## config.mk

```make
export PLATFORM = sky130hd
export DESIGN_NAME = ultrasonic_echo_ranger
export DESIGN_NICKNAME = d
export VERILOG_FILES = /design/src/sv/uer_pkg.sv /design/src/sv/uer_cfg_regs.sv /design/src/sv/uer_range_calc.sv /design/src/sv/uer_step.sv /design/src/sv/ultrasonic_echo_ranger.sv
export SDC_FILE = /design/constraint.sdc
export NUM_CORES = 1
export LEC_CHECK = 0
export BUFFER_PORTS_ARGS = -buffer_cell sky130_fd_sc_hd__clkbuf_2
export CAP_MARGIN = 20
export CORE_AREA = 3 3 217 166
export CTS_CLUSTER_DIAMETER = 200
export DETAILED_ROUTE_END_ITERATION = 8
export DIE_AREA = 0 0 220 169
export GPL_TIMING_DRIVEN = 0
export PLACE_DENSITY = 0.73
export SYNTH_ARGS = -nofsm -noshare
export SYNTH_HDL_FRONTEND = slang
export SYNTH_SLANG_ARGS = --single-unit
```

## constraint.sdc

```tcl
create_clock -name clk -period 13.2 [get_ports clk]
set_input_delay 1.98 -clock clk [delete_from_list [all_inputs] [get_ports clk]]
set_output_delay 1.98 -clock clk [all_outputs]
set_load 0.01 [all_outputs]
```

## src/sv/uer_pkg.sv

```systemverilog
`timescale 1ns / 1ps
`default_nettype none
// ----------------------------------------------------------------------------
// uer_pkg: shared types and constants for the ultrasonic echo ranger
// Register indexes, reset values, phase codes, configuration and result types.
// ----------------------------------------------------------------------------
package uer_pkg;

	localparam int STAMP_BITS = 16;
	localparam int CAPT_BITS  = 16;
	localparam int WIDTH_BITS = ((STAMP_BITS > 16) ? STAMP_BITS : 16) + 1;
	localparam int SCALE_BITS = 16;
	localparam int CFG_IDX_BITS  = 3;
	localparam int CFG_DATA_BITS = 16;

	localparam logic [CFG_IDX_BITS-1:0] CFG_TIMER_PERIOD  = 3'd0;
	localparam logic [CFG_IDX_BITS-1:0] CFG_SCALE_Q16     = 3'd1;
	localparam logic [CFG_IDX_BITS-1:0] CFG_FRAME_TICKS   = 3'd2;
	localparam logic [CFG_IDX_BITS-1:0] CFG_FAIL_LIMIT    = 3'd3;
	localparam logic [CFG_IDX_BITS-1:0] CFG_GLITCH_WINDOW = 3'd4;

	localparam logic [15:0] RST_TIMER_PERIOD  = 16'd65535;
	localparam logic [15:0] RST_SCALE_Q16     = 16'd1206;
	localparam logic [15:0] RST_FRAME_TICKS   = 16'd2000;
	localparam logic [7:0]  RST_FAIL_LIMIT    = 8'd30;
	localparam logic [7:0]  RST_GLITCH_WINDOW = 8'd10;

	localparam logic [7:0] COUNT_MAX = 8'hFF;

	typedef enum logic [2:0] {
		PH_IDLE      = 3'd0,
		PH_START     = 3'd1,
		PH_END       = 3'd2,
		PH_WAIT_FALL = 3'd3,
		PH_GLITCH    = 3'd4
	} phase_t;

	typedef struct packed {
		logic [15:0]           timer_period;
		logic [SCALE_BITS-1:0] scale_q16;
		logic [15:0]           frame_ticks;
		logic [7:0]            fail_limit;
		logic [7:0]            glitch_window;
	} cfg_t;

	typedef struct packed {
		logic       trigger_level;
		logic [7:0] distance;
		logic       distance_new;
		logic       range_error;
	} result_t;

endpackage
`default_nettype wire

```

## src/sv/uer_cfg_regs.sv

```systemverilog
`timescale 1ns / 1ps
`default_nettype none
// ----------------------------------------------------------------------------
// uer_cfg_regs: configuration register file
// Holds the five ranging registers; writes to unknown indexes are dropped.
// ----------------------------------------------------------------------------
module uer_cfg_regs (
	input  wire                                 clk,
	input  wire                                 arst_n,
	input  wire                                 wr_en,
	input  wire [uer_pkg::CFG_IDX_BITS-1:0]     wr_index,
	input  wire [uer_pkg::CFG_DATA_BITS-1:0]    wr_data,
	output uer_pkg::cfg_t                       cfg
);
	import uer_pkg::*;

	cfg_t cfg_q;

	always_ff @(posedge clk or negedge arst_n) begin
		if (!arst_n) begin
			cfg_q.timer_period  <= RST_TIMER_PERIOD;
			cfg_q.scale_q16     <= RST_SCALE_Q16;
			cfg_q.frame_ticks   <= RST_FRAME_TICKS;
			cfg_q.fail_limit    <= RST_FAIL_LIMIT;
			cfg_q.glitch_window <= RST_GLITCH_WINDOW;
		end else if (wr_en) begin
			case (wr_index)
				CFG_TIMER_PERIOD:  cfg_q.timer_period  <= wr_data[15:0];
				CFG_SCALE_Q16:     cfg_q.scale_q16     <= wr_data[SCALE_BITS-1:0];
				CFG_FRAME_TICKS:   cfg_q.frame_ticks   <= wr_data[15:0];
				CFG_FAIL_LIMIT:    cfg_q.fail_limit    <= wr_data[7:0];
				CFG_GLITCH_WINDOW: cfg_q.glitch_window <= wr_data[7:0];
				default: ;
			endcase
		end
	end

	assign cfg = cfg_q;

endmodule
`default_nettype wire

```

## src/sv/uer_range_calc.sv

```systemverilog
`timescale 1ns / 1ps
`default_nettype none
// ----------------------------------------------------------------------------
// uer_range_calc: echo width to distance
// Unwraps the width across timer rollover, scales by Q0.16 and saturates.
// ----------------------------------------------------------------------------
module uer_range_calc (
	input  wire [uer_pkg::STAMP_BITS-1:0] rise_stamp,
	input  wire [uer_pkg::STAMP_BITS-1:0] fall_stamp,
	input  wire [15:0]                    timer_period,
	input  wire [uer_pkg::SCALE_BITS-1:0] scale_q16,
	output logic [7:0]                    distance
);
	import uer_pkg::*;

	logic [WIDTH_BITS-1:0]            rise_w;
	logic [WIDTH_BITS-1:0]            fall_w;
	logic [WIDTH_BITS-1:0]            period_w;
	logic [WIDTH_BITS-1:0]            head;
	logic [WIDTH_BITS-1:0]            echo_width;
	logic [WIDTH_BITS+SCALE_BITS-1:0] product;
	logic [WIDTH_BITS-1:0]            scaled;

	always_comb begin
		rise_w   = WIDTH_BITS'(rise_stamp);
		fall_w   = WIDTH_BITS'(fall_stamp);
		period_w = WIDTH_BITS'(timer_period);
		head     = (period_w > rise_w) ? (period_w - rise_w) : '0;
		echo_width = (fall_w > rise_w) ? (fall_w - rise_w) : (head + fall_w);
		product  = (WIDTH_BITS+SCALE_BITS)'(echo_width)
		         * (WIDTH_BITS+SCALE_BITS)'(scale_q16);
		scaled   = product[WIDTH_BITS+SCALE_BITS-1:SCALE_BITS];
		distance = (|scaled[WIDTH_BITS-1:8]) ? COUNT_MAX : scaled[7:0];
	end

endmodule
`default_nettype wire

```

## src/sv/uer_step.sv

```systemverilog
`timescale 1ns / 1ps
`default_nettype none
// ----------------------------------------------------------------------------
// uer_step: ranging state and per-beat update
// Frame counter, trigger phase machine, echo capture and fail tracking.
// ----------------------------------------------------------------------------
module uer_step (
	input  wire                          clk,
	input  wire                          arst_n,
	input  wire uer_pkg::cfg_t           cfg,
	input  wire                          accept,
	input  wire                          command,
	input  wire [uer_pkg::CAPT_BITS-1:0] capture_time,
	output uer_pkg::result_t             result
);
	import uer_pkg::*;

	phase_t                phase_q, phase_n, phase_eff;
	logic [15:0]           tick_q, tick_n, tick_inc;
	logic [7:0]            fail_q, fail_n;
	logic [7:0]            win_q, win_n, win_inc;
	logic [STAMP_BITS-1:0] rise_q, rise_n;
	logic [STAMP_BITS-1:0] fall_q, fall_n;
	logic [STAMP_BITS-1:0] stamp;
	logic                  exp_rise_q, exp_rise_n;
	logic                  fall_seen_q, fall_seen_n;
	logic                  eaf_q, eaf_n;
	logic [7:0]            dist_q, dist_n;
	logic                  err_q, err_n;
	logic                  got_dist;
	logic                  frame_start;
	logic [7:0]            meas;

	uer_range_calc u_calc (
		.rise_stamp   (rise_q),
		.fall_stamp   (fall_q),
		.timer_period (cfg.timer_period),
		.scale_q16    (cfg.scale_q16),
		.distance     (meas)
	);

	always_ff @(posedge clk or negedge arst_n) begin
		if (!arst_n) begin
			phase_q     <= PH_START;
			tick_q      <= '0;
			fail_q      <= '0;
			win_q       <= '0;
			rise_q      <= '0;
			fall_q      <= '0;
			exp_rise_q  <= 1'b1;
			fall_seen_q <= 1'b0;
			eaf_q       <= 1'b0;
			dist_q      <= '0;
			err_q       <= 1'b0;
		end else if (accept) begin
			phase_q     <= phase_n;
			tick_q      <= tick_n;
			fail_q      <= fail_n;
			win_q       <= win_n;
			rise_q      <= rise_n;
			fall_q      <= fall_n;
			exp_rise_q  <= exp_rise_n;
			fall_seen_q <= fall_seen_n;
			eaf_q       <= eaf_n;
			dist_q      <= dist_n;
			err_q       <= err_n;
		end
	end

	always_comb begin
		phase_n     = phase_q;
		tick_n      = tick_q;
		fail_n      = fail_q;
		win_n       = win_q;
		rise_n      = rise_q;
		fall_n      = fall_q;
		exp_rise_n  = exp_rise_q;
		fall_seen_n = fall_seen_q;
		eaf_n       = eaf_q;
		dist_n      = dist_q;
		err_n       = err_q;
		got_dist    = 1'b0;
		stamp       = STAMP_BITS'(capture_time);
		tick_inc    = tick_q + 16'd1;
		frame_start = (tick_inc >= cfg.frame_ticks);
		win_inc     = (win_q < COUNT_MAX) ? (win_q + 8'd1) : win_q;
		phase_eff   = phase_q;

		if (command) begin
			if (exp_rise_q) begin
				exp_rise_n = 1'b0;
				rise_n     = stamp;
				eaf_n      = 1'b1;
			end else begin
				exp_rise_n  = 1'b1;
				fall_seen_n = 1'b1;
				fall_n      = stamp;
				eaf_n       = 1'b0;
			end
		end else begin
			tick_n = tick_inc;
			if (frame_start) begin
				tick_n    = '0;
				phase_eff = PH_START;
				fail_n    = (fail_q < COUNT_MAX) ? (fail_q + 8'd1) : fail_q;
				err_n     = (fail_n > cfg.fail_limit);
			end
			phase_n = phase_eff;
			case (phase_eff)
				PH_START: begin
					exp_rise_n  = 1'b1;
					fall_seen_n = 1'b0;
					phase_n     = PH_END;
				end
				PH_END: phase_n = PH_WAIT_FALL;
				PH_WAIT_FALL: begin
					if (fall_seen_q) begin
						fall_seen_n = 1'b0;
						win_n       = '0;
						phase_n     = PH_GLITCH;
					end
				end
				PH_GLITCH: begin
					win_n = win_inc;
					if (win_inc > cfg.glitch_window) begin
						if (!eaf_q) begin
							dist_n   = meas;
							fail_n   = '0;
							got_dist = 1'b1;
						end
						phase_n = PH_IDLE;
					end
				end
				default: ;
			endcase
		end

		result.trigger_level = (phase_n == PH_END);
		result.distance      = dist_n;
		result.distance_new  = got_dist;
		result.range_error   = err_n;
	end

endmodule
`default_nettype wire

```

## src/sv/ultrasonic_echo_ranger.sv

```systemverilog
`timescale 1ns / 1ps
`default_nettype none
// ----------------------------------------------------------------------------
// ultrasonic_echo_ranger: trigger and echo pulse-width ranging
// Frames of ticks start a measurement; captured echo edges give a distance.
//
//   channel  handshake             payload
//   item     item_valid/stall      command, capture_time
//   result   result_valid/stall    trigger_level, distance, distance_new,
//                                  range_error
//   cfg      cfg_valid/ready       cfg_index, cfg_data
//
// One beat per cycle while item_stall is low; each item's result is registered.
// The state update and distance scaling (one 17x16 multiply)
// sit between the state registers and the result register.
// A two-entry output register/skid pair holds results while result_stall is
// high; item_stall rises only when both entries are full.
// Reset is asynchronous; cfg_ready is always high.
// ----------------------------------------------------------------------------
module ultrasonic_echo_ranger (
	input  wire                              clk,
	input  wire                              arst_n,
	input  wire                              item_valid,
	output logic                             item_stall,
	input  wire                              command,
	input  wire [uer_pkg::CAPT_BITS-1:0]     capture_time,
	output logic                             result_valid,
	input  wire                              result_stall,
	output logic                             trigger_level,
	output logic [7:0]                       distance,
	output logic                             distance_new,
	output logic                             range_error,
	input  wire                              cfg_valid,
	output logic                             cfg_ready,
	input  wire [uer_pkg::CFG_IDX_BITS-1:0]  cfg_index,
	input  wire [uer_pkg::CFG_DATA_BITS-1:0] cfg_data
);
	import uer_pkg::*;

	cfg_t    cfg;
	result_t step_res;
	result_t out_q, skid_q;
	logic    out_valid_q, skid_valid_q;
	logic    accept, pop;

	assign cfg_ready = 1'b1;
	assign accept    = item_valid & ~skid_valid_q;
	assign pop       = out_valid_q & ~result_stall;

	uer_cfg_regs u_cfg (
		.clk      (clk),
		.arst_n   (arst_n),
		.wr_en    (cfg_valid & cfg_ready),
		.wr_index (cfg_index),
		.wr_data  (cfg_data),
		.cfg      (cfg)
	);

	uer_step u_step (
		.clk          (clk),
		.arst_n       (arst_n),
		.cfg          (cfg),
		.accept       (accept),
		.command      (command),
		.capture_time (capture_time),
		.result       (step_res)
	);

	always_ff @(posedge clk or negedge arst_n) begin
		if (!arst_n) begin
			out_valid_q  <= 1'b0;
			skid_valid_q <= 1'b0;
		end else if (skid_valid_q) begin
			if (pop) begin
				skid_valid_q <= 1'b0;
			end
		end else if (accept) begin
			if (!out_valid_q || pop) begin
				out_valid_q <= 1'b1;
			end else begin
				skid_valid_q <= 1'b1;
			end
		end else if (pop) begin
			out_valid_q <= 1'b0;
		end
	end

	always_ff @(posedge clk) begin
		if (skid_valid_q) begin
			if (pop) begin
				out_q <= skid_q;
			end
		end else if (accept) begin
			if (!out_valid_q || pop) begin
				out_q <= step_res;
			end else begin
				skid_q <= step_res;
			end
		end
	end

	assign item_stall    = skid_valid_q;
	assign result_valid  = out_valid_q;
	assign trigger_level = out_q.trigger_level;
	assign distance      = out_q.distance;
	assign distance_new  = out_q.distance_new;
	assign range_error   = out_q.range_error;

endmodule
`default_nettype wire

```

[Yosys cells after proc, flatten, opt, wreduce, memory -nomap -nowiden]
Index checks and enable logic that the tools add are counted.
Cells by class
  add/sub/neg operators: 6
  $mul: 1
  $lt $le $gt $ge: 7
  equal/unequal tests: 13
  multiplexer cells: 46
  bitwise gates (word level): 7
  reduce and logical (&&, ||, !) cells: 26
Operators by type and width (count)
  two-way mux 8 bit: 12
  two-way mux 11 bit: 4
  two-way mux 17 bit: 2
  subtractor 16 x 16 -> 17 bit: 2
  multiplier 17 x 16 -> 33 bit: 1
  > comparator 16 bit: 2
  two-way mux 1 bit: 20
  AND reduction 3 bit: 6
  adder 17 x 16 -> 17 bit: 1
  adder 16 x 1 -> 16 bit (second input constant): 1
  adder 8 x 1 -> 8 bit (second input constant): 2
  greater-or-equal comparator 16 bit: 1
  > comparator 8 bit: 2
  less-than comparator 8 bit (second input constant): 2
  two-way mux 16 bit: 1
  case mux 8 bit (2 select lines): 1
  AND reduction 2 bit: 8
  == test 3 x 2 -> 1 bit (second input constant): 5
  two-way mux 3 bit: 5
  case mux 3 bit (4 select lines): 1
  nonzero test 2 bit: 6
  OR reduction 9 bit: 1
  == test 3 x 1 -> 1 bit (second input constant): 2
  == test 3 bit (second input constant): 2
  9 further kinds: 16
Storage, ports and cells
  flip-flop bits (word level): 167
  input port bits: 41
  output and inout port bits: 14
  word-level logic and storage cells: 132

[Longest topological paths before layout]
Gate-level depths: netlist of the first run.
  word-level depth: 14
  depth in mapped cells: 55
  depth with buffers taken out: 51

[By module]
From an unflattened synthesis of the first run, not the netlist that was laid out.
Unflattened totals
  cells, all modules: 2059
  area, all modules: 19735.2 µm²
Modules (own cells, without submodules)
  uer_range_calc: instances 1, cells each 1407, area an instance 11569.8 µm², sequential area each 0.0 µm²
  uer_step: instances 1, cells each 463, area an instance 4717.0 µm², sequential area each 1979.4 µm²
  uer_cfg_regs: instances 1, cells each 139, area an instance 2493.6 µm², sequential area each 1644.1 µm²
  ultrasonic_echo_ranger: instances 1, cells each 50, area an instance 954.7 µm², sequential area each 710.7 µm²

[Worst setup path after synthesis of the first run]
No wires, ideal clock.
  path kind: reg2reg
  start: reg u_step.rise_q[1]
  end: reg out_q, in the netlist distance[2] (data pin)
  library setup time: 0.288 ns
  data arrival time: 11.562 ns
  data required time: 12.912 ns
  slack: 1.350 ns
  stages on the path, launching flop included: 54
  buffers on the path: 4
  period minus slack after synthesis: 11.850 ns
  path through: dfrtp_1 -> inv_1 -> ha_1 -> nor2b_1 -> o21ai_0 -> a21boi_0 -> o21ai_0 -> a21oi_1 -> a31o_2 -> a31oi_1 -> a21oi_1 -> a41o_1 -> o21bai_1 -> clkbuf_1 -> nor2_1 -> ha_1 -> fa_1 -> a21o_1 -> [18 not listed] -> inv_1 -> fa_1 -> inv_1 -> ha_1 -> a21o_1 -> a21oi_1 -> o21bai_1 -> a21oi_1 -> o21bai_1 -> a211o_1 -> a21o_1 -> a41oi_1 -> xor2_1 -> o2111a_1 -> and4_1 -> buf_6 -> buf_12 -> a31oi_4
Between the ends
  longest elaborated chain between the ends: 14
  elaborated cells on any way between the ends: 17
  those cells by class: 3 x add/sub; 1 x mul; 2 x order compare; 10 x mux; 1 x reduce/logical
Ends and longest elaborated chain
  from (decl): line uer_step.sv:22  | logic [STAMP_BITS-1:0] rise_q, rise_n;
  from (signal assigned): line uer_step.sv:60  | rise_q <= rise_n;
  subtractor 16 x 16 -> 17 bit / > comparator 16 bit (equally long branches): line uer_range_calc.sv:28  | head = (period_w > rise_w) ? (period_w - rise_w) : '0;
  two-way mux 17 bit: line uer_range_calc.sv:28
  adder 17 x 16 -> 17 bit: line uer_range_calc.sv:29  | echo_width = (fall_w > rise_w) ? (fall_w - rise_w) : (head + fall_w);
  two-way mux 17 bit *: line uer_range_calc.sv:29
  multiplier 17 x 16 -> 33 bit *: line uer_range_calc.sv:31  | * (WIDTH_BITS+SCALE_BITS)'(scale_q16);
  OR reduction 9 bit: line uer_range_calc.sv:33  | distance = (|scaled[WIDTH_BITS-1:8]) ? COUNT_MAX : scaled[7:0];
  two-way mux 8 bit *: line uer_range_calc.sv:33
  two-way mux 8 bit *: line uer_step.sv:126  | if (!eaf_q) begin
  two-way mux 8 bit *: line uer_step.sv:125  | if (win_inc > cfg.glitch_window) begin
  two-way mux 8 bit *: line uer_step.sv:109  | case (phase_eff)
  two-way mux 8 bit *: line uer_step.sv:89  | if (command) begin
  two-way mux 11 bit *: line ultrasonic_echo_ranger.sv:94  | if (!out_valid_q || pop) begin
  two-way mux 11 bit *: line ultrasonic_echo_ranger.sv:93  | end else if (accept) begin
  two-way mux 11 bit *: line ultrasonic_echo_ranger.sv:89  | if (skid_valid_q) begin
  to (signal assigned): line ultrasonic_echo_ranger.sv:91  | out_q <= skid_q;
  to (signal assigned): line ultrasonic_echo_ranger.sv:95  | out_q <= step_res;
  to (decl): line ultrasonic_echo_ranger.sv:42  | result_t out_q, skid_q;
Mark *: on every way between the ends. The rest lies on a longest branch, timed or not. The select of a mux whose other input is x is not followed.
A chain may end at the register's enable or synchronous reset.

[Worst setup path in the final report of the first run]
  start: reg u_step.rise_q[1]
  end: reg out_q, in the netlist distance[4] (data pin)
The elaborated chain is that of the path after synthesis.

==> results.toml, run 1 <==
[route]
vias_per_cell = 5.71
drc = 0
finalWirelength_um = 51000
drtPass1Iterations = 7
vias = 15400
drt_iter0_drc = 1209
antenna_left = 0
wl_per_cell_um = 18.9

[sta]
fmax_mhz = 79.2
fin_crit_ns = 12.62
fin_worst_skew_ns = 0.0121
max_slew_margin_pct = 31.5
hold_viol_final = 0
final_max_slew_viol_count = 0
finalSetupViolCount = 0
min_period_over_period_pct = 95.6
rsz0062_at_grt = "false"
tightest_slew_ns = 1.03

[grt]
antenna_found_initial = 1
grt_max_degree = 117
grt_util_all_layers_pct = 28.8
grt_pass1_wl_um = 83600
grt_pass1_vias = 15900
overflow = 0

[yosys]
synth_seq_area_share_pct = 22.4
synth.distinct_cells = 76
synth-main-ff-cell = "dfrtp_1"
synth_cells = 2144
synth-edff-count = 22
synth_warnings = 0
syn_area_sq_um = 19400
synth_nets = 2580
syn_area_per_cell_sq_um = 9.03
async_flop_share_pct = 86.8
synth_seq_cells = 167

[place]
place_congestion = 0.995
post-dp-hpwl_um = 40700
numPortBuffers = 52

[final_layout]
fill_cells = 2947
syn_to_final_growth_pct = 8.56
fin_util_pct = 61.4
ff_latch_area_sq_um = 4340
diodes = 0
multi_input_area_sq_um = 13500
nNetsFinal = 2659
drive_gt1_share_pct = 11.1

[cts]
h-tree-depth = 4
clkTransAtPathRegs_ns = 0.07
cts_tree = "done"
cts.sinks = 167
cts-root-buf = "clkbuf_16"
worstSkewPairLatency_ns = 0.46
numCtsBuffers = 17
clk_path_buf_depth = 2
hold_buffers = 0

[die]
die-height_um = 169
initial_core_util_pct = 56.5
row_count = 59
ios = 55
die_w_um = 220
fp.coreArea_sq_um = 34300
die-area_sq_um = 37200

[setup_path]
required_ns = 13.37
crit_path_max_fanout = 10
cpMostUsedCell = "fa_1"
crit_type = "reg2reg"
cpPeakStageDelay_ns = 0.55
cp-end-kind = "flip-flop"
slowest_stage = "fa_1"
cp-start-kind = "flip-flop"
cp.arrival_ns = 12.79

[status]
status = "finished clean"

[flow_run]
drv_cap = 0

[worst_hold_path]
min_path_type = "reg2reg"
==> cell type report <==
cell class	count	share of cell area, %
sequential	167	20.6
inverter	344	6.14
multi-input combinational	1555	64.3
tap	457	2.72
clock inverter	14	0.690
clock buffer	18	2.14
buffer	78	1.71
timing repair buffer	60	1.68
==> kinds of logic (layout without fill, tap and decap cells) <==
| group | count (synthesis) | count (layout) | synth area share [%] |
|---|---|---|---|
| xor+xnor | 72 | 72 | 3.26 |
| mux | 78 | 78 | 4.51 |
| compound gates | 361 | 361 | 12.0 |
| other cells | 1 | 1 | 0.0194 |
| flops | 167 | 167 | 22.4 |
| simple gates | 648 | 648 | 15.8 |
| fa+ha+maj | 395 | 395 | 33.7 |
| buf+inv | 422 | 514 | 8.40 |
==> synth_stat cells, types with 6 or more instances <==
cell type  count  area, sq um
inv_1        343         1290
nand2_1      285         1070
fa_1         210         4200
ha_1         185         2310
and2_1       120          751
o21ai_0      116          581
dfrtp_1      109         2730
nor2_1        93          349
a21oi_1       87          435
mux2_2        74          833
clkbuf_1      68          255
xnor2_1       45          394
nand3_1       39          195
a21o_1        37          278
dfstp_2       36          946
xor2_1        27          236
nor3_1        25          125
edfxtp_1      22          661
and3_1        20          125
a31oi_1       19          119
nand4_1       16          100
nand2b_1      15         93.8
o21a_1        13         97.6
o21bai_1      13         97.6
nor2b_1       12         75.1
or3_1         12         75.1
a21boi_0       7         52.6
a32o_1         7         70.1
a211oi_1       6         45.0
==> worst max-delay path, delay by kind of cell (launching register included) <==
kind	cells	cell delay (ns)
fa+ha+maj	10	4.50
buf+inv	8	0.94
flops	1	0.42
simple gates	7	1.01
xor+xnor	1	0.18
compound gates	27	5.21
==> through the flow <==
| step | TNS (ns) | hold slack, ns | cells | instance area [sq um] | setup WS [ns] |
|---|---|---|---|---|---|
| 2_1_floorplan | 0 | 0.447 | 2144 | 19400 | 1.35 |
| 3_3_place_gp | -22.02 | 0.468 | 2653 | 20200 | -1.02 |
| 3_5_place_dp | -24.88 | 0.482 | 2655 | 20200 | -1.13 |
| 4_1_cts | 0 | 0.496 | 2688 | 20900 | 0.0492 |
| 5_1_grt | 0 | 0.521 | 2693 | 21000 | 0.0167 |
| 6_report | 0 | 0.488 | 2693 | 21000 | 0.581 |
==> what timing repair did <==
item | CTS | global route
endpoints found under the setup margin | 24 | 24
setup buffers | 1 | 3
pin swaps | 1 | 4
endpoints found under the hold margin | 0 | 0
gates resized for setup | 20 | 26
==> final timing paths <==
path | startpoint | end | slack [ns] | cells past startpoint
setup / recovery | u_step.rise_q[1]$_DFFE_PN0P_ | distance[4]$_DFFE_PP_ | 0.58 | 53
max in group asynchronous | arst_n | item_stall$_DFF_PN0_ | 10.95 | 2
hold / removal | u_step.err_q$_DFFE_PN0P_ | u_step.err_q$_DFFE_PN0P_ | 0.49 | 2
setup reg to reg | u_step.rise_q[1]$_DFFE_PN0P_ | distance[4]$_DFFE_PP_ | 0.58 | 53
hold reg to reg | u_step.err_q$_DFFE_PN0P_ | u_step.err_q$_DFFE_PN0P_ | 0.49 | 2
min in group asynchronous | arst_n | u_step.rise_q[6]$_DFFE_PN0P_ | 1.41 | 1
==> cells in the final DEF (no fill, tap or decap), types with 6 or more instances in the layout <==
| cell | instances |
|---|---|
| nand4_1 | 16 |
| a21oi_1 | 82 |
| a32o_1 | 7 |
| a21o_1 | 37 |
| nand2b_1 | 15 |
| clkbuf_2 | 58 |
| clkbuf_16 | 18 |
| nand3_1 | 39 |
| clkbuf_1 | 58 |
| xor2_1 | 27 |
| o21a_1 | 13 |
| ha_1 | 185 |
| xnor2_1 | 45 |
| inv_1 | 343 |
| dfstp_2 | 36 |
| o21bai_1 | 12 |
| dfrtp_1 | 108 |
| buf_4 | 6 |
| o21ai_0 | 112 |
| a31oi_1 | 17 |
| and2_1 | 120 |
| mux2_2 | 74 |
| a211oi_1 | 6 |
| or3_1 | 12 |
| and3_1 | 20 |
| nor3_1 | 25 |
| edfxtp_1 | 22 |
| nand2_1 | 285 |
| a21oi_2 | 6 |
| nor2b_1 | 12 |
| nor2_1 | 93 |
| fa_1 | 210 |
| a21boi_0 | 7 |
==> registers in the layout (all words and copies together), names as in the netlist <==
register / count
u_step.dist_q: 8
u_step.rise_q: 16
u_step.tick_q: 16
u_step.fall_seen_q: 1
item_stall: 1
u_step.phase_q: 3
u_step.exp_rise_q: 1
trigger_level: 1
u_cfg.cfg: 64
distance: 8
distance_new: 1
range_error: 1
u_step.fall_q: 16
u_step.win_q: 8
u_step.eaf_q: 1
u_step.fail_q: 8
result_valid: 1
u_step.err_q: 1
skid_q: 11
==> per-layer routing <==
layer	global-route usage (%)	wire length [um]	vias to the layer above
met2	43.3	22000	544
met5	5.07	251	-
met4	7.30	1100	4
li1	-	-	7140
met1	40.1	22700	7619
met3	9.28	4890	73
Power of run 1 is left out: the tool's default activity adds up to more than one toggle a clock period on the data nets, which glitch-free logic cannot reach.
==> run 2: changes to the inputs <==
Settings changed: CORE_AREA 3 3 217 166 to 3 3 189 191, DIE_AREA 0 0 220 169 to 0 0 192 194, GPL_TIMING_DRIVEN 0 to not set.
==> run 2 against run 1 <==
Via count decreased by 2.6%. Final cell count decreased by 2.1%. Routed wire length decreased by 6.5%. Non-clock buffer count down 54. Largest cell class unchanged.
==> results.toml, run 2 (synthesis gave the netlist of run 1 again) <==
[final_layout]
fill_cells = 2946
fin_util_pct = 60.5
drive_gt1_share_pct = 11.2
syn_to_final_growth_pct = 7.14
nNetsFinal = 2605
layout_commonest_cell = "inv_1"
fin_area_sq_um = 20700
diodes = 0
largest_reg_flops = 64
mostFrequentLayoutCells = "343 x inv_1, 285 x nand2_1, 210 x fa_1"

[setup_path]
reg2reg_depth = 52
cpMostUsedCell = "fa_1"
crit_type = "reg2reg"
crit_path_max_fanout = 24
required_ns = 13.36
cp-start-kind = "flip-flop"
slowest_stage = "fa_1"
cpPeakStageDelay_ns = 0.54
cp-end-kind = "flip-flop"
cp.arrival_ns = 12.53

[sta]
fin_crit_ns = 12.37
hold_viol_final = 0
finalSetupViolCount = 0
holdWs_ns = 0.489
fin_worst_skew_ns = 0.0179
rsz0062_at_grt = "false"
max_slew_margin_pct = 23.9
fmax_mhz = 80.8
setup_tns_ns = 0
tightest_slew_ns = 1.14
final_max_slew_viol_count = 0
min_period_over_period_pct = 93.7

[route]
wl_per_cell_um = 18.1
drc = 0
wl_met2_um = 22800
routed.top_layer = "met4"
finalWirelength_um = 47600
antenna_left = 0
drt_iter0_drc = 1029
vias = 15000
drtPass1Iterations = 6
wl_met1_um = 20500
vias_per_cell = 5.68
wl_met3_um = 2620

[grt]
grt_pass1_vias = 15900
overflow = 0
grt_util_all_layers_pct = 26.6
grt_pass1_wl_um = 79300
grt_max_degree = 95
antenna_found_initial = 0

[place]
place_area_sq_um = 20100
post-dp-hpwl_um = 37200
numPortBuffers = 53
place_congestion = 0.945

[cts]
numCtsBuffers = 17
clkTransAtPathRegs_ns = 0.07
cts-root-buf = "clkbuf_16"
clk_path_buf_depth = 2
hold_buffers = 0
cts.sinks = 167
cts_tree = "done"
h-tree-depth = 4
worstSkewPairLatency_ns = 0.45

[die]
row_count = 68
fp.coreArea_sq_um = 34300
die-area_sq_um = 37200
die-height_um = 194
die_w_um = 192
initial_core_util_pct = 56.5
ios = 55

[worst_hold_path]
holdPathStages = 2
min_path_type = "reg2reg"

[flow_run]
drv_cap = 0

[status]
status = "finished clean"
==> run 2: cell count changes in the layout (fill, tap and decap cells not counted), sizes merged <==
| cell | change |
|---|---|
| clkbuf | -67 |
| inv | +2 |
| clkinvlp | -1 |
| buf | +14 |
| clkinv | -2 |
==> run 2: worst paths after layout <==
kind	startpoint	end	slack, ns
max in group asynchronous	arst_n	u_cfg.cfg[45]$_DFFE_PN0P_	10.44
setup / recovery	u_step.rise_q[1]$_DFFE_PN0P_	distance[0]$_DFFE_PP_	0.83
min in group asynchronous	arst_n	u_cfg.cfg[47]$_DFFE_PN0P_	1.62
hold / removal	u_step.err_q$_DFFE_PN0P_	u_step.err_q$_DFFE_PN0P_	0.49
hold reg to reg	u_step.err_q$_DFFE_PN0P_	u_step.err_q$_DFFE_PN0P_	0.49
setup reg to reg	u_step.rise_q[1]$_DFFE_PN0P_	distance[0]$_DFFE_PP_	0.83
==> run 2: cell type report <==
cell class	count	area (sq um)	share of cell area [%]
sequential	167	4330	20.9
clock inverter	13	161	0.778
inverter	344	1290	6.22
tap	455	569	2.74
multi-input combinational	1555	13400	64.7
clock buffer	19	453	2.18
timing repair buffer	84	515	2.48
==> run 2: repair_timing <==
item,4_1_cts,5_1_grt
gates resized for setup,0,4
setup endpoints to repair,0,16
setup buffers,0,0
==> run 2: routing by layer <==
metal	global-route usage, %	vias up
met2	44.0	460
li1	-	7031
met5	0	-
met3	4.57	132
met4	9.98	0
met1	34.9	7352
==> run 2: critical path, delay by kind of cell (launching register included) <==
kind / cells / cell delay [ns]
adder cells (fa/ha/maj): 10 / 4.42
XOR/XNOR: 1 / 0.18
AND/OR/NAND/NOR: 7 / 0.99
flip-flops: 1 / 0.45
buffers and inverters: 7 / 0.99
AO/OA/AOI/OAI: 27 / 5.02
==> run 2: stage by stage <==
step	cells	worst slack [ns]
after floorplan	2144	1.35
after global placement	2602	1.06
after detailed placement	2603	0.776
after CTS	2635	0.736
after global routing	2637	0.0633
final	2637	0.830
Power of run 2 is left out for the same reason.
==> run 3: changes to the inputs <==
Settings changed: CORE_AREA 3 3 189 191 to 3 3 180 182, DIE_AREA 0 0 192 194 to 0 0 183 185, PLACE_DENSITY 0.73 to 0.8.
==> run 3 against run 2 <==
Final cell count down 2.4%. Die area down 9.1%. Register-to-register slack worse by 0.04 ns. Global-route usage up 2.4 points. Hold slack better by 0.0093 ns. Clock skew down 0.0050 ns. Clock-buffer cell count up 5. Final area down 0.66%. Critical path depth down 1. First-iteration DRC count up 21%. Via count up 2.2%. Fmax down 0.30%. Critical path type unchanged. Largest cell class unchanged.
==> results.toml, run 3 (synthesis gave the netlist of run 1 again) <==
[place]
post-dp-hpwl_um = 36400
numPortBuffers = 53
place_congestion = 0.931

[setup_path]
cpPeakStageDelay_ns = 0.54
cp.arrival_ns = 12.57
crit_path_max_fanout = 24
cpMostUsedCell = "fa_1"
cp-end-kind = "flip-flop"
required_ns = 13.36
slowest_stage = "fa_1"
cp-start-kind = "flip-flop"
crit_type = "reg2reg"

[route]
routed.top_layer = "met4"
wl_met1_um = 19300
wl_met2_um = 23000
finalWirelength_um = 46900
antenna_left = 0
drt_iter0_drc = 1243
vias = 15300
wl_per_cell_um = 18.2
drc = 0
drtPass1Iterations = 5
vias_per_cell = 5.94
wl_met3_um = 2910

[sta]
final_max_slew_viol_count = 0
finalSetupViolCount = 0
rsz0062_at_grt = "false"
max_slew_margin_pct = 26.9
fin_worst_skew_ns = 0.0129
tightest_slew_ns = 1.09
holdWs_ns = 0.498
min_period_over_period_pct = 94.0
fin_crit_ns = 12.41
setup_tns_ns = 0
hold_viol_final = 0
fmax_mhz = 80.6

[cts]
clkTransAtPathRegs_ns = 0.07
numCtsBuffers = 17
cts.sinks = 167
clk_path_buf_depth = 2
h-tree-depth = 4
worstSkewPairLatency_ns = 0.44
cts_tree = "done"
cts-root-buf = "clkbuf_16"

[final_layout]
fin_util_pct = 67.0
drive_gt1_share_pct = 10.9
mostFrequentLayoutCells = "343 x inv_1, 285 x nand2_1, 210 x fa_1"
largest_reg_flops = 64
diodes = 0
layout_commonest_cell = "inv_1"
nNetsFinal = 2602
syn_to_final_growth_pct = 6.43

[die]
row_count = 64
fp.coreArea_sq_um = 30700
initial_core_util_pct = 63.0
ios = 55
die-area_sq_um = 33900
die-height_um = 185
die_w_um = 183

[grt]
grt_max_degree = 96
grt_pass1_wl_um = 78800
antenna_found_initial = 0
grt_pass1_vias = 16200
grt_util_all_layers_pct = 28.9
overflow = 0

[worst_hold_path]
min_path_type = "reg2reg"

[status]
status = "finished clean"

[flow_run]
drv_cap = 0
==> run 3: cell types whose count changed in the layout (fill, tap and decap cells not counted), moves of 2 or more <==
cell      previous run  this run
inv_8                4         0
clkinv_4             3         1
buf_4               29        27
clkinv_2             1         3
clkbuf_1             0         5
==> run 3: through the flow <==
stage	cell area, sq um	setup slack [ns]	std cells
final	20600	0.793	2575
after global routing	20600	0.0377	2575
after CTS	20600	0.677	2574
after detailed placement	20000	0.879	2542
after global placement	20000	1.19	2542
after floorplan	19400	1.35	2144
==> run 3: repair_timing <==
item	4_1_cts	5_1_grt
endpoints found under the setup margin	0	24
hold buffers	0	0
setup buffers	0	0
resized for setup	0	6
==> run 3: layer usage <==
metal | track usage (%) | up-vias
li1 | - | 7024
met1 | 37.1 | 7565
met2 | 49.9 | 560
met3 | 4.38 | 148
met4 | 11.0 | 0
met5 | 0 | -
==> run 3: area by class of cell <==
class                           instances  area [sq um]
Multi-Input combinational cell       1555         13400
Fill cell                            2457         10100
Sequential cell                       167          4330
Inverter                              344          1290
Tap cell                              396           495
Timing Repair Buffer                   81           485
Clock buffer                           24           472
Clock inverter                          8           101
==> run 3: worst paths after layout <==
path / depth (start not counted) / to / from / slack [ns]
max: 51 / distance[0]$_DFFE_PP_ / u_step.rise_q[1]$_DFFE_PN0P_ / 0.79
min: 2 / u_step.eaf_q$_DFFE_PN0P_ / u_step.eaf_q$_DFFE_PN0P_ / 0.50
max reg2reg: 51 / distance[0]$_DFFE_PP_ / u_step.rise_q[1]$_DFFE_PN0P_ / 0.79
min reg2reg: 2 / u_step.eaf_q$_DFFE_PN0P_ / u_step.eaf_q$_DFFE_PN0P_ / 0.50
max in group asynchronous: 2 / u_cfg.cfg[13]$_DFFE_PN0P_ / arst_n / 10.39
min in group asynchronous: 1 / u_cfg.cfg[7]$_DFFE_PN0P_ / arst_n / 1.62
==> run 3: critical path, delay by kind of cell, from the launching register on <==
| family | cells | cell delay (ns) |
|---|---|---|
| buffers and inverters | 6 | 0.75 |
| DFF | 1 | 0.44 |
| and+or+nand+nor | 7 | 1.03 |
| xor gates and xnor gates | 1 | 0.16 |
| adders and majority gates | 10 | 4.44 |
| AOI/OAI and AO/OA | 27 | 5.31 |
Power of run 3 is left out for the same reason.
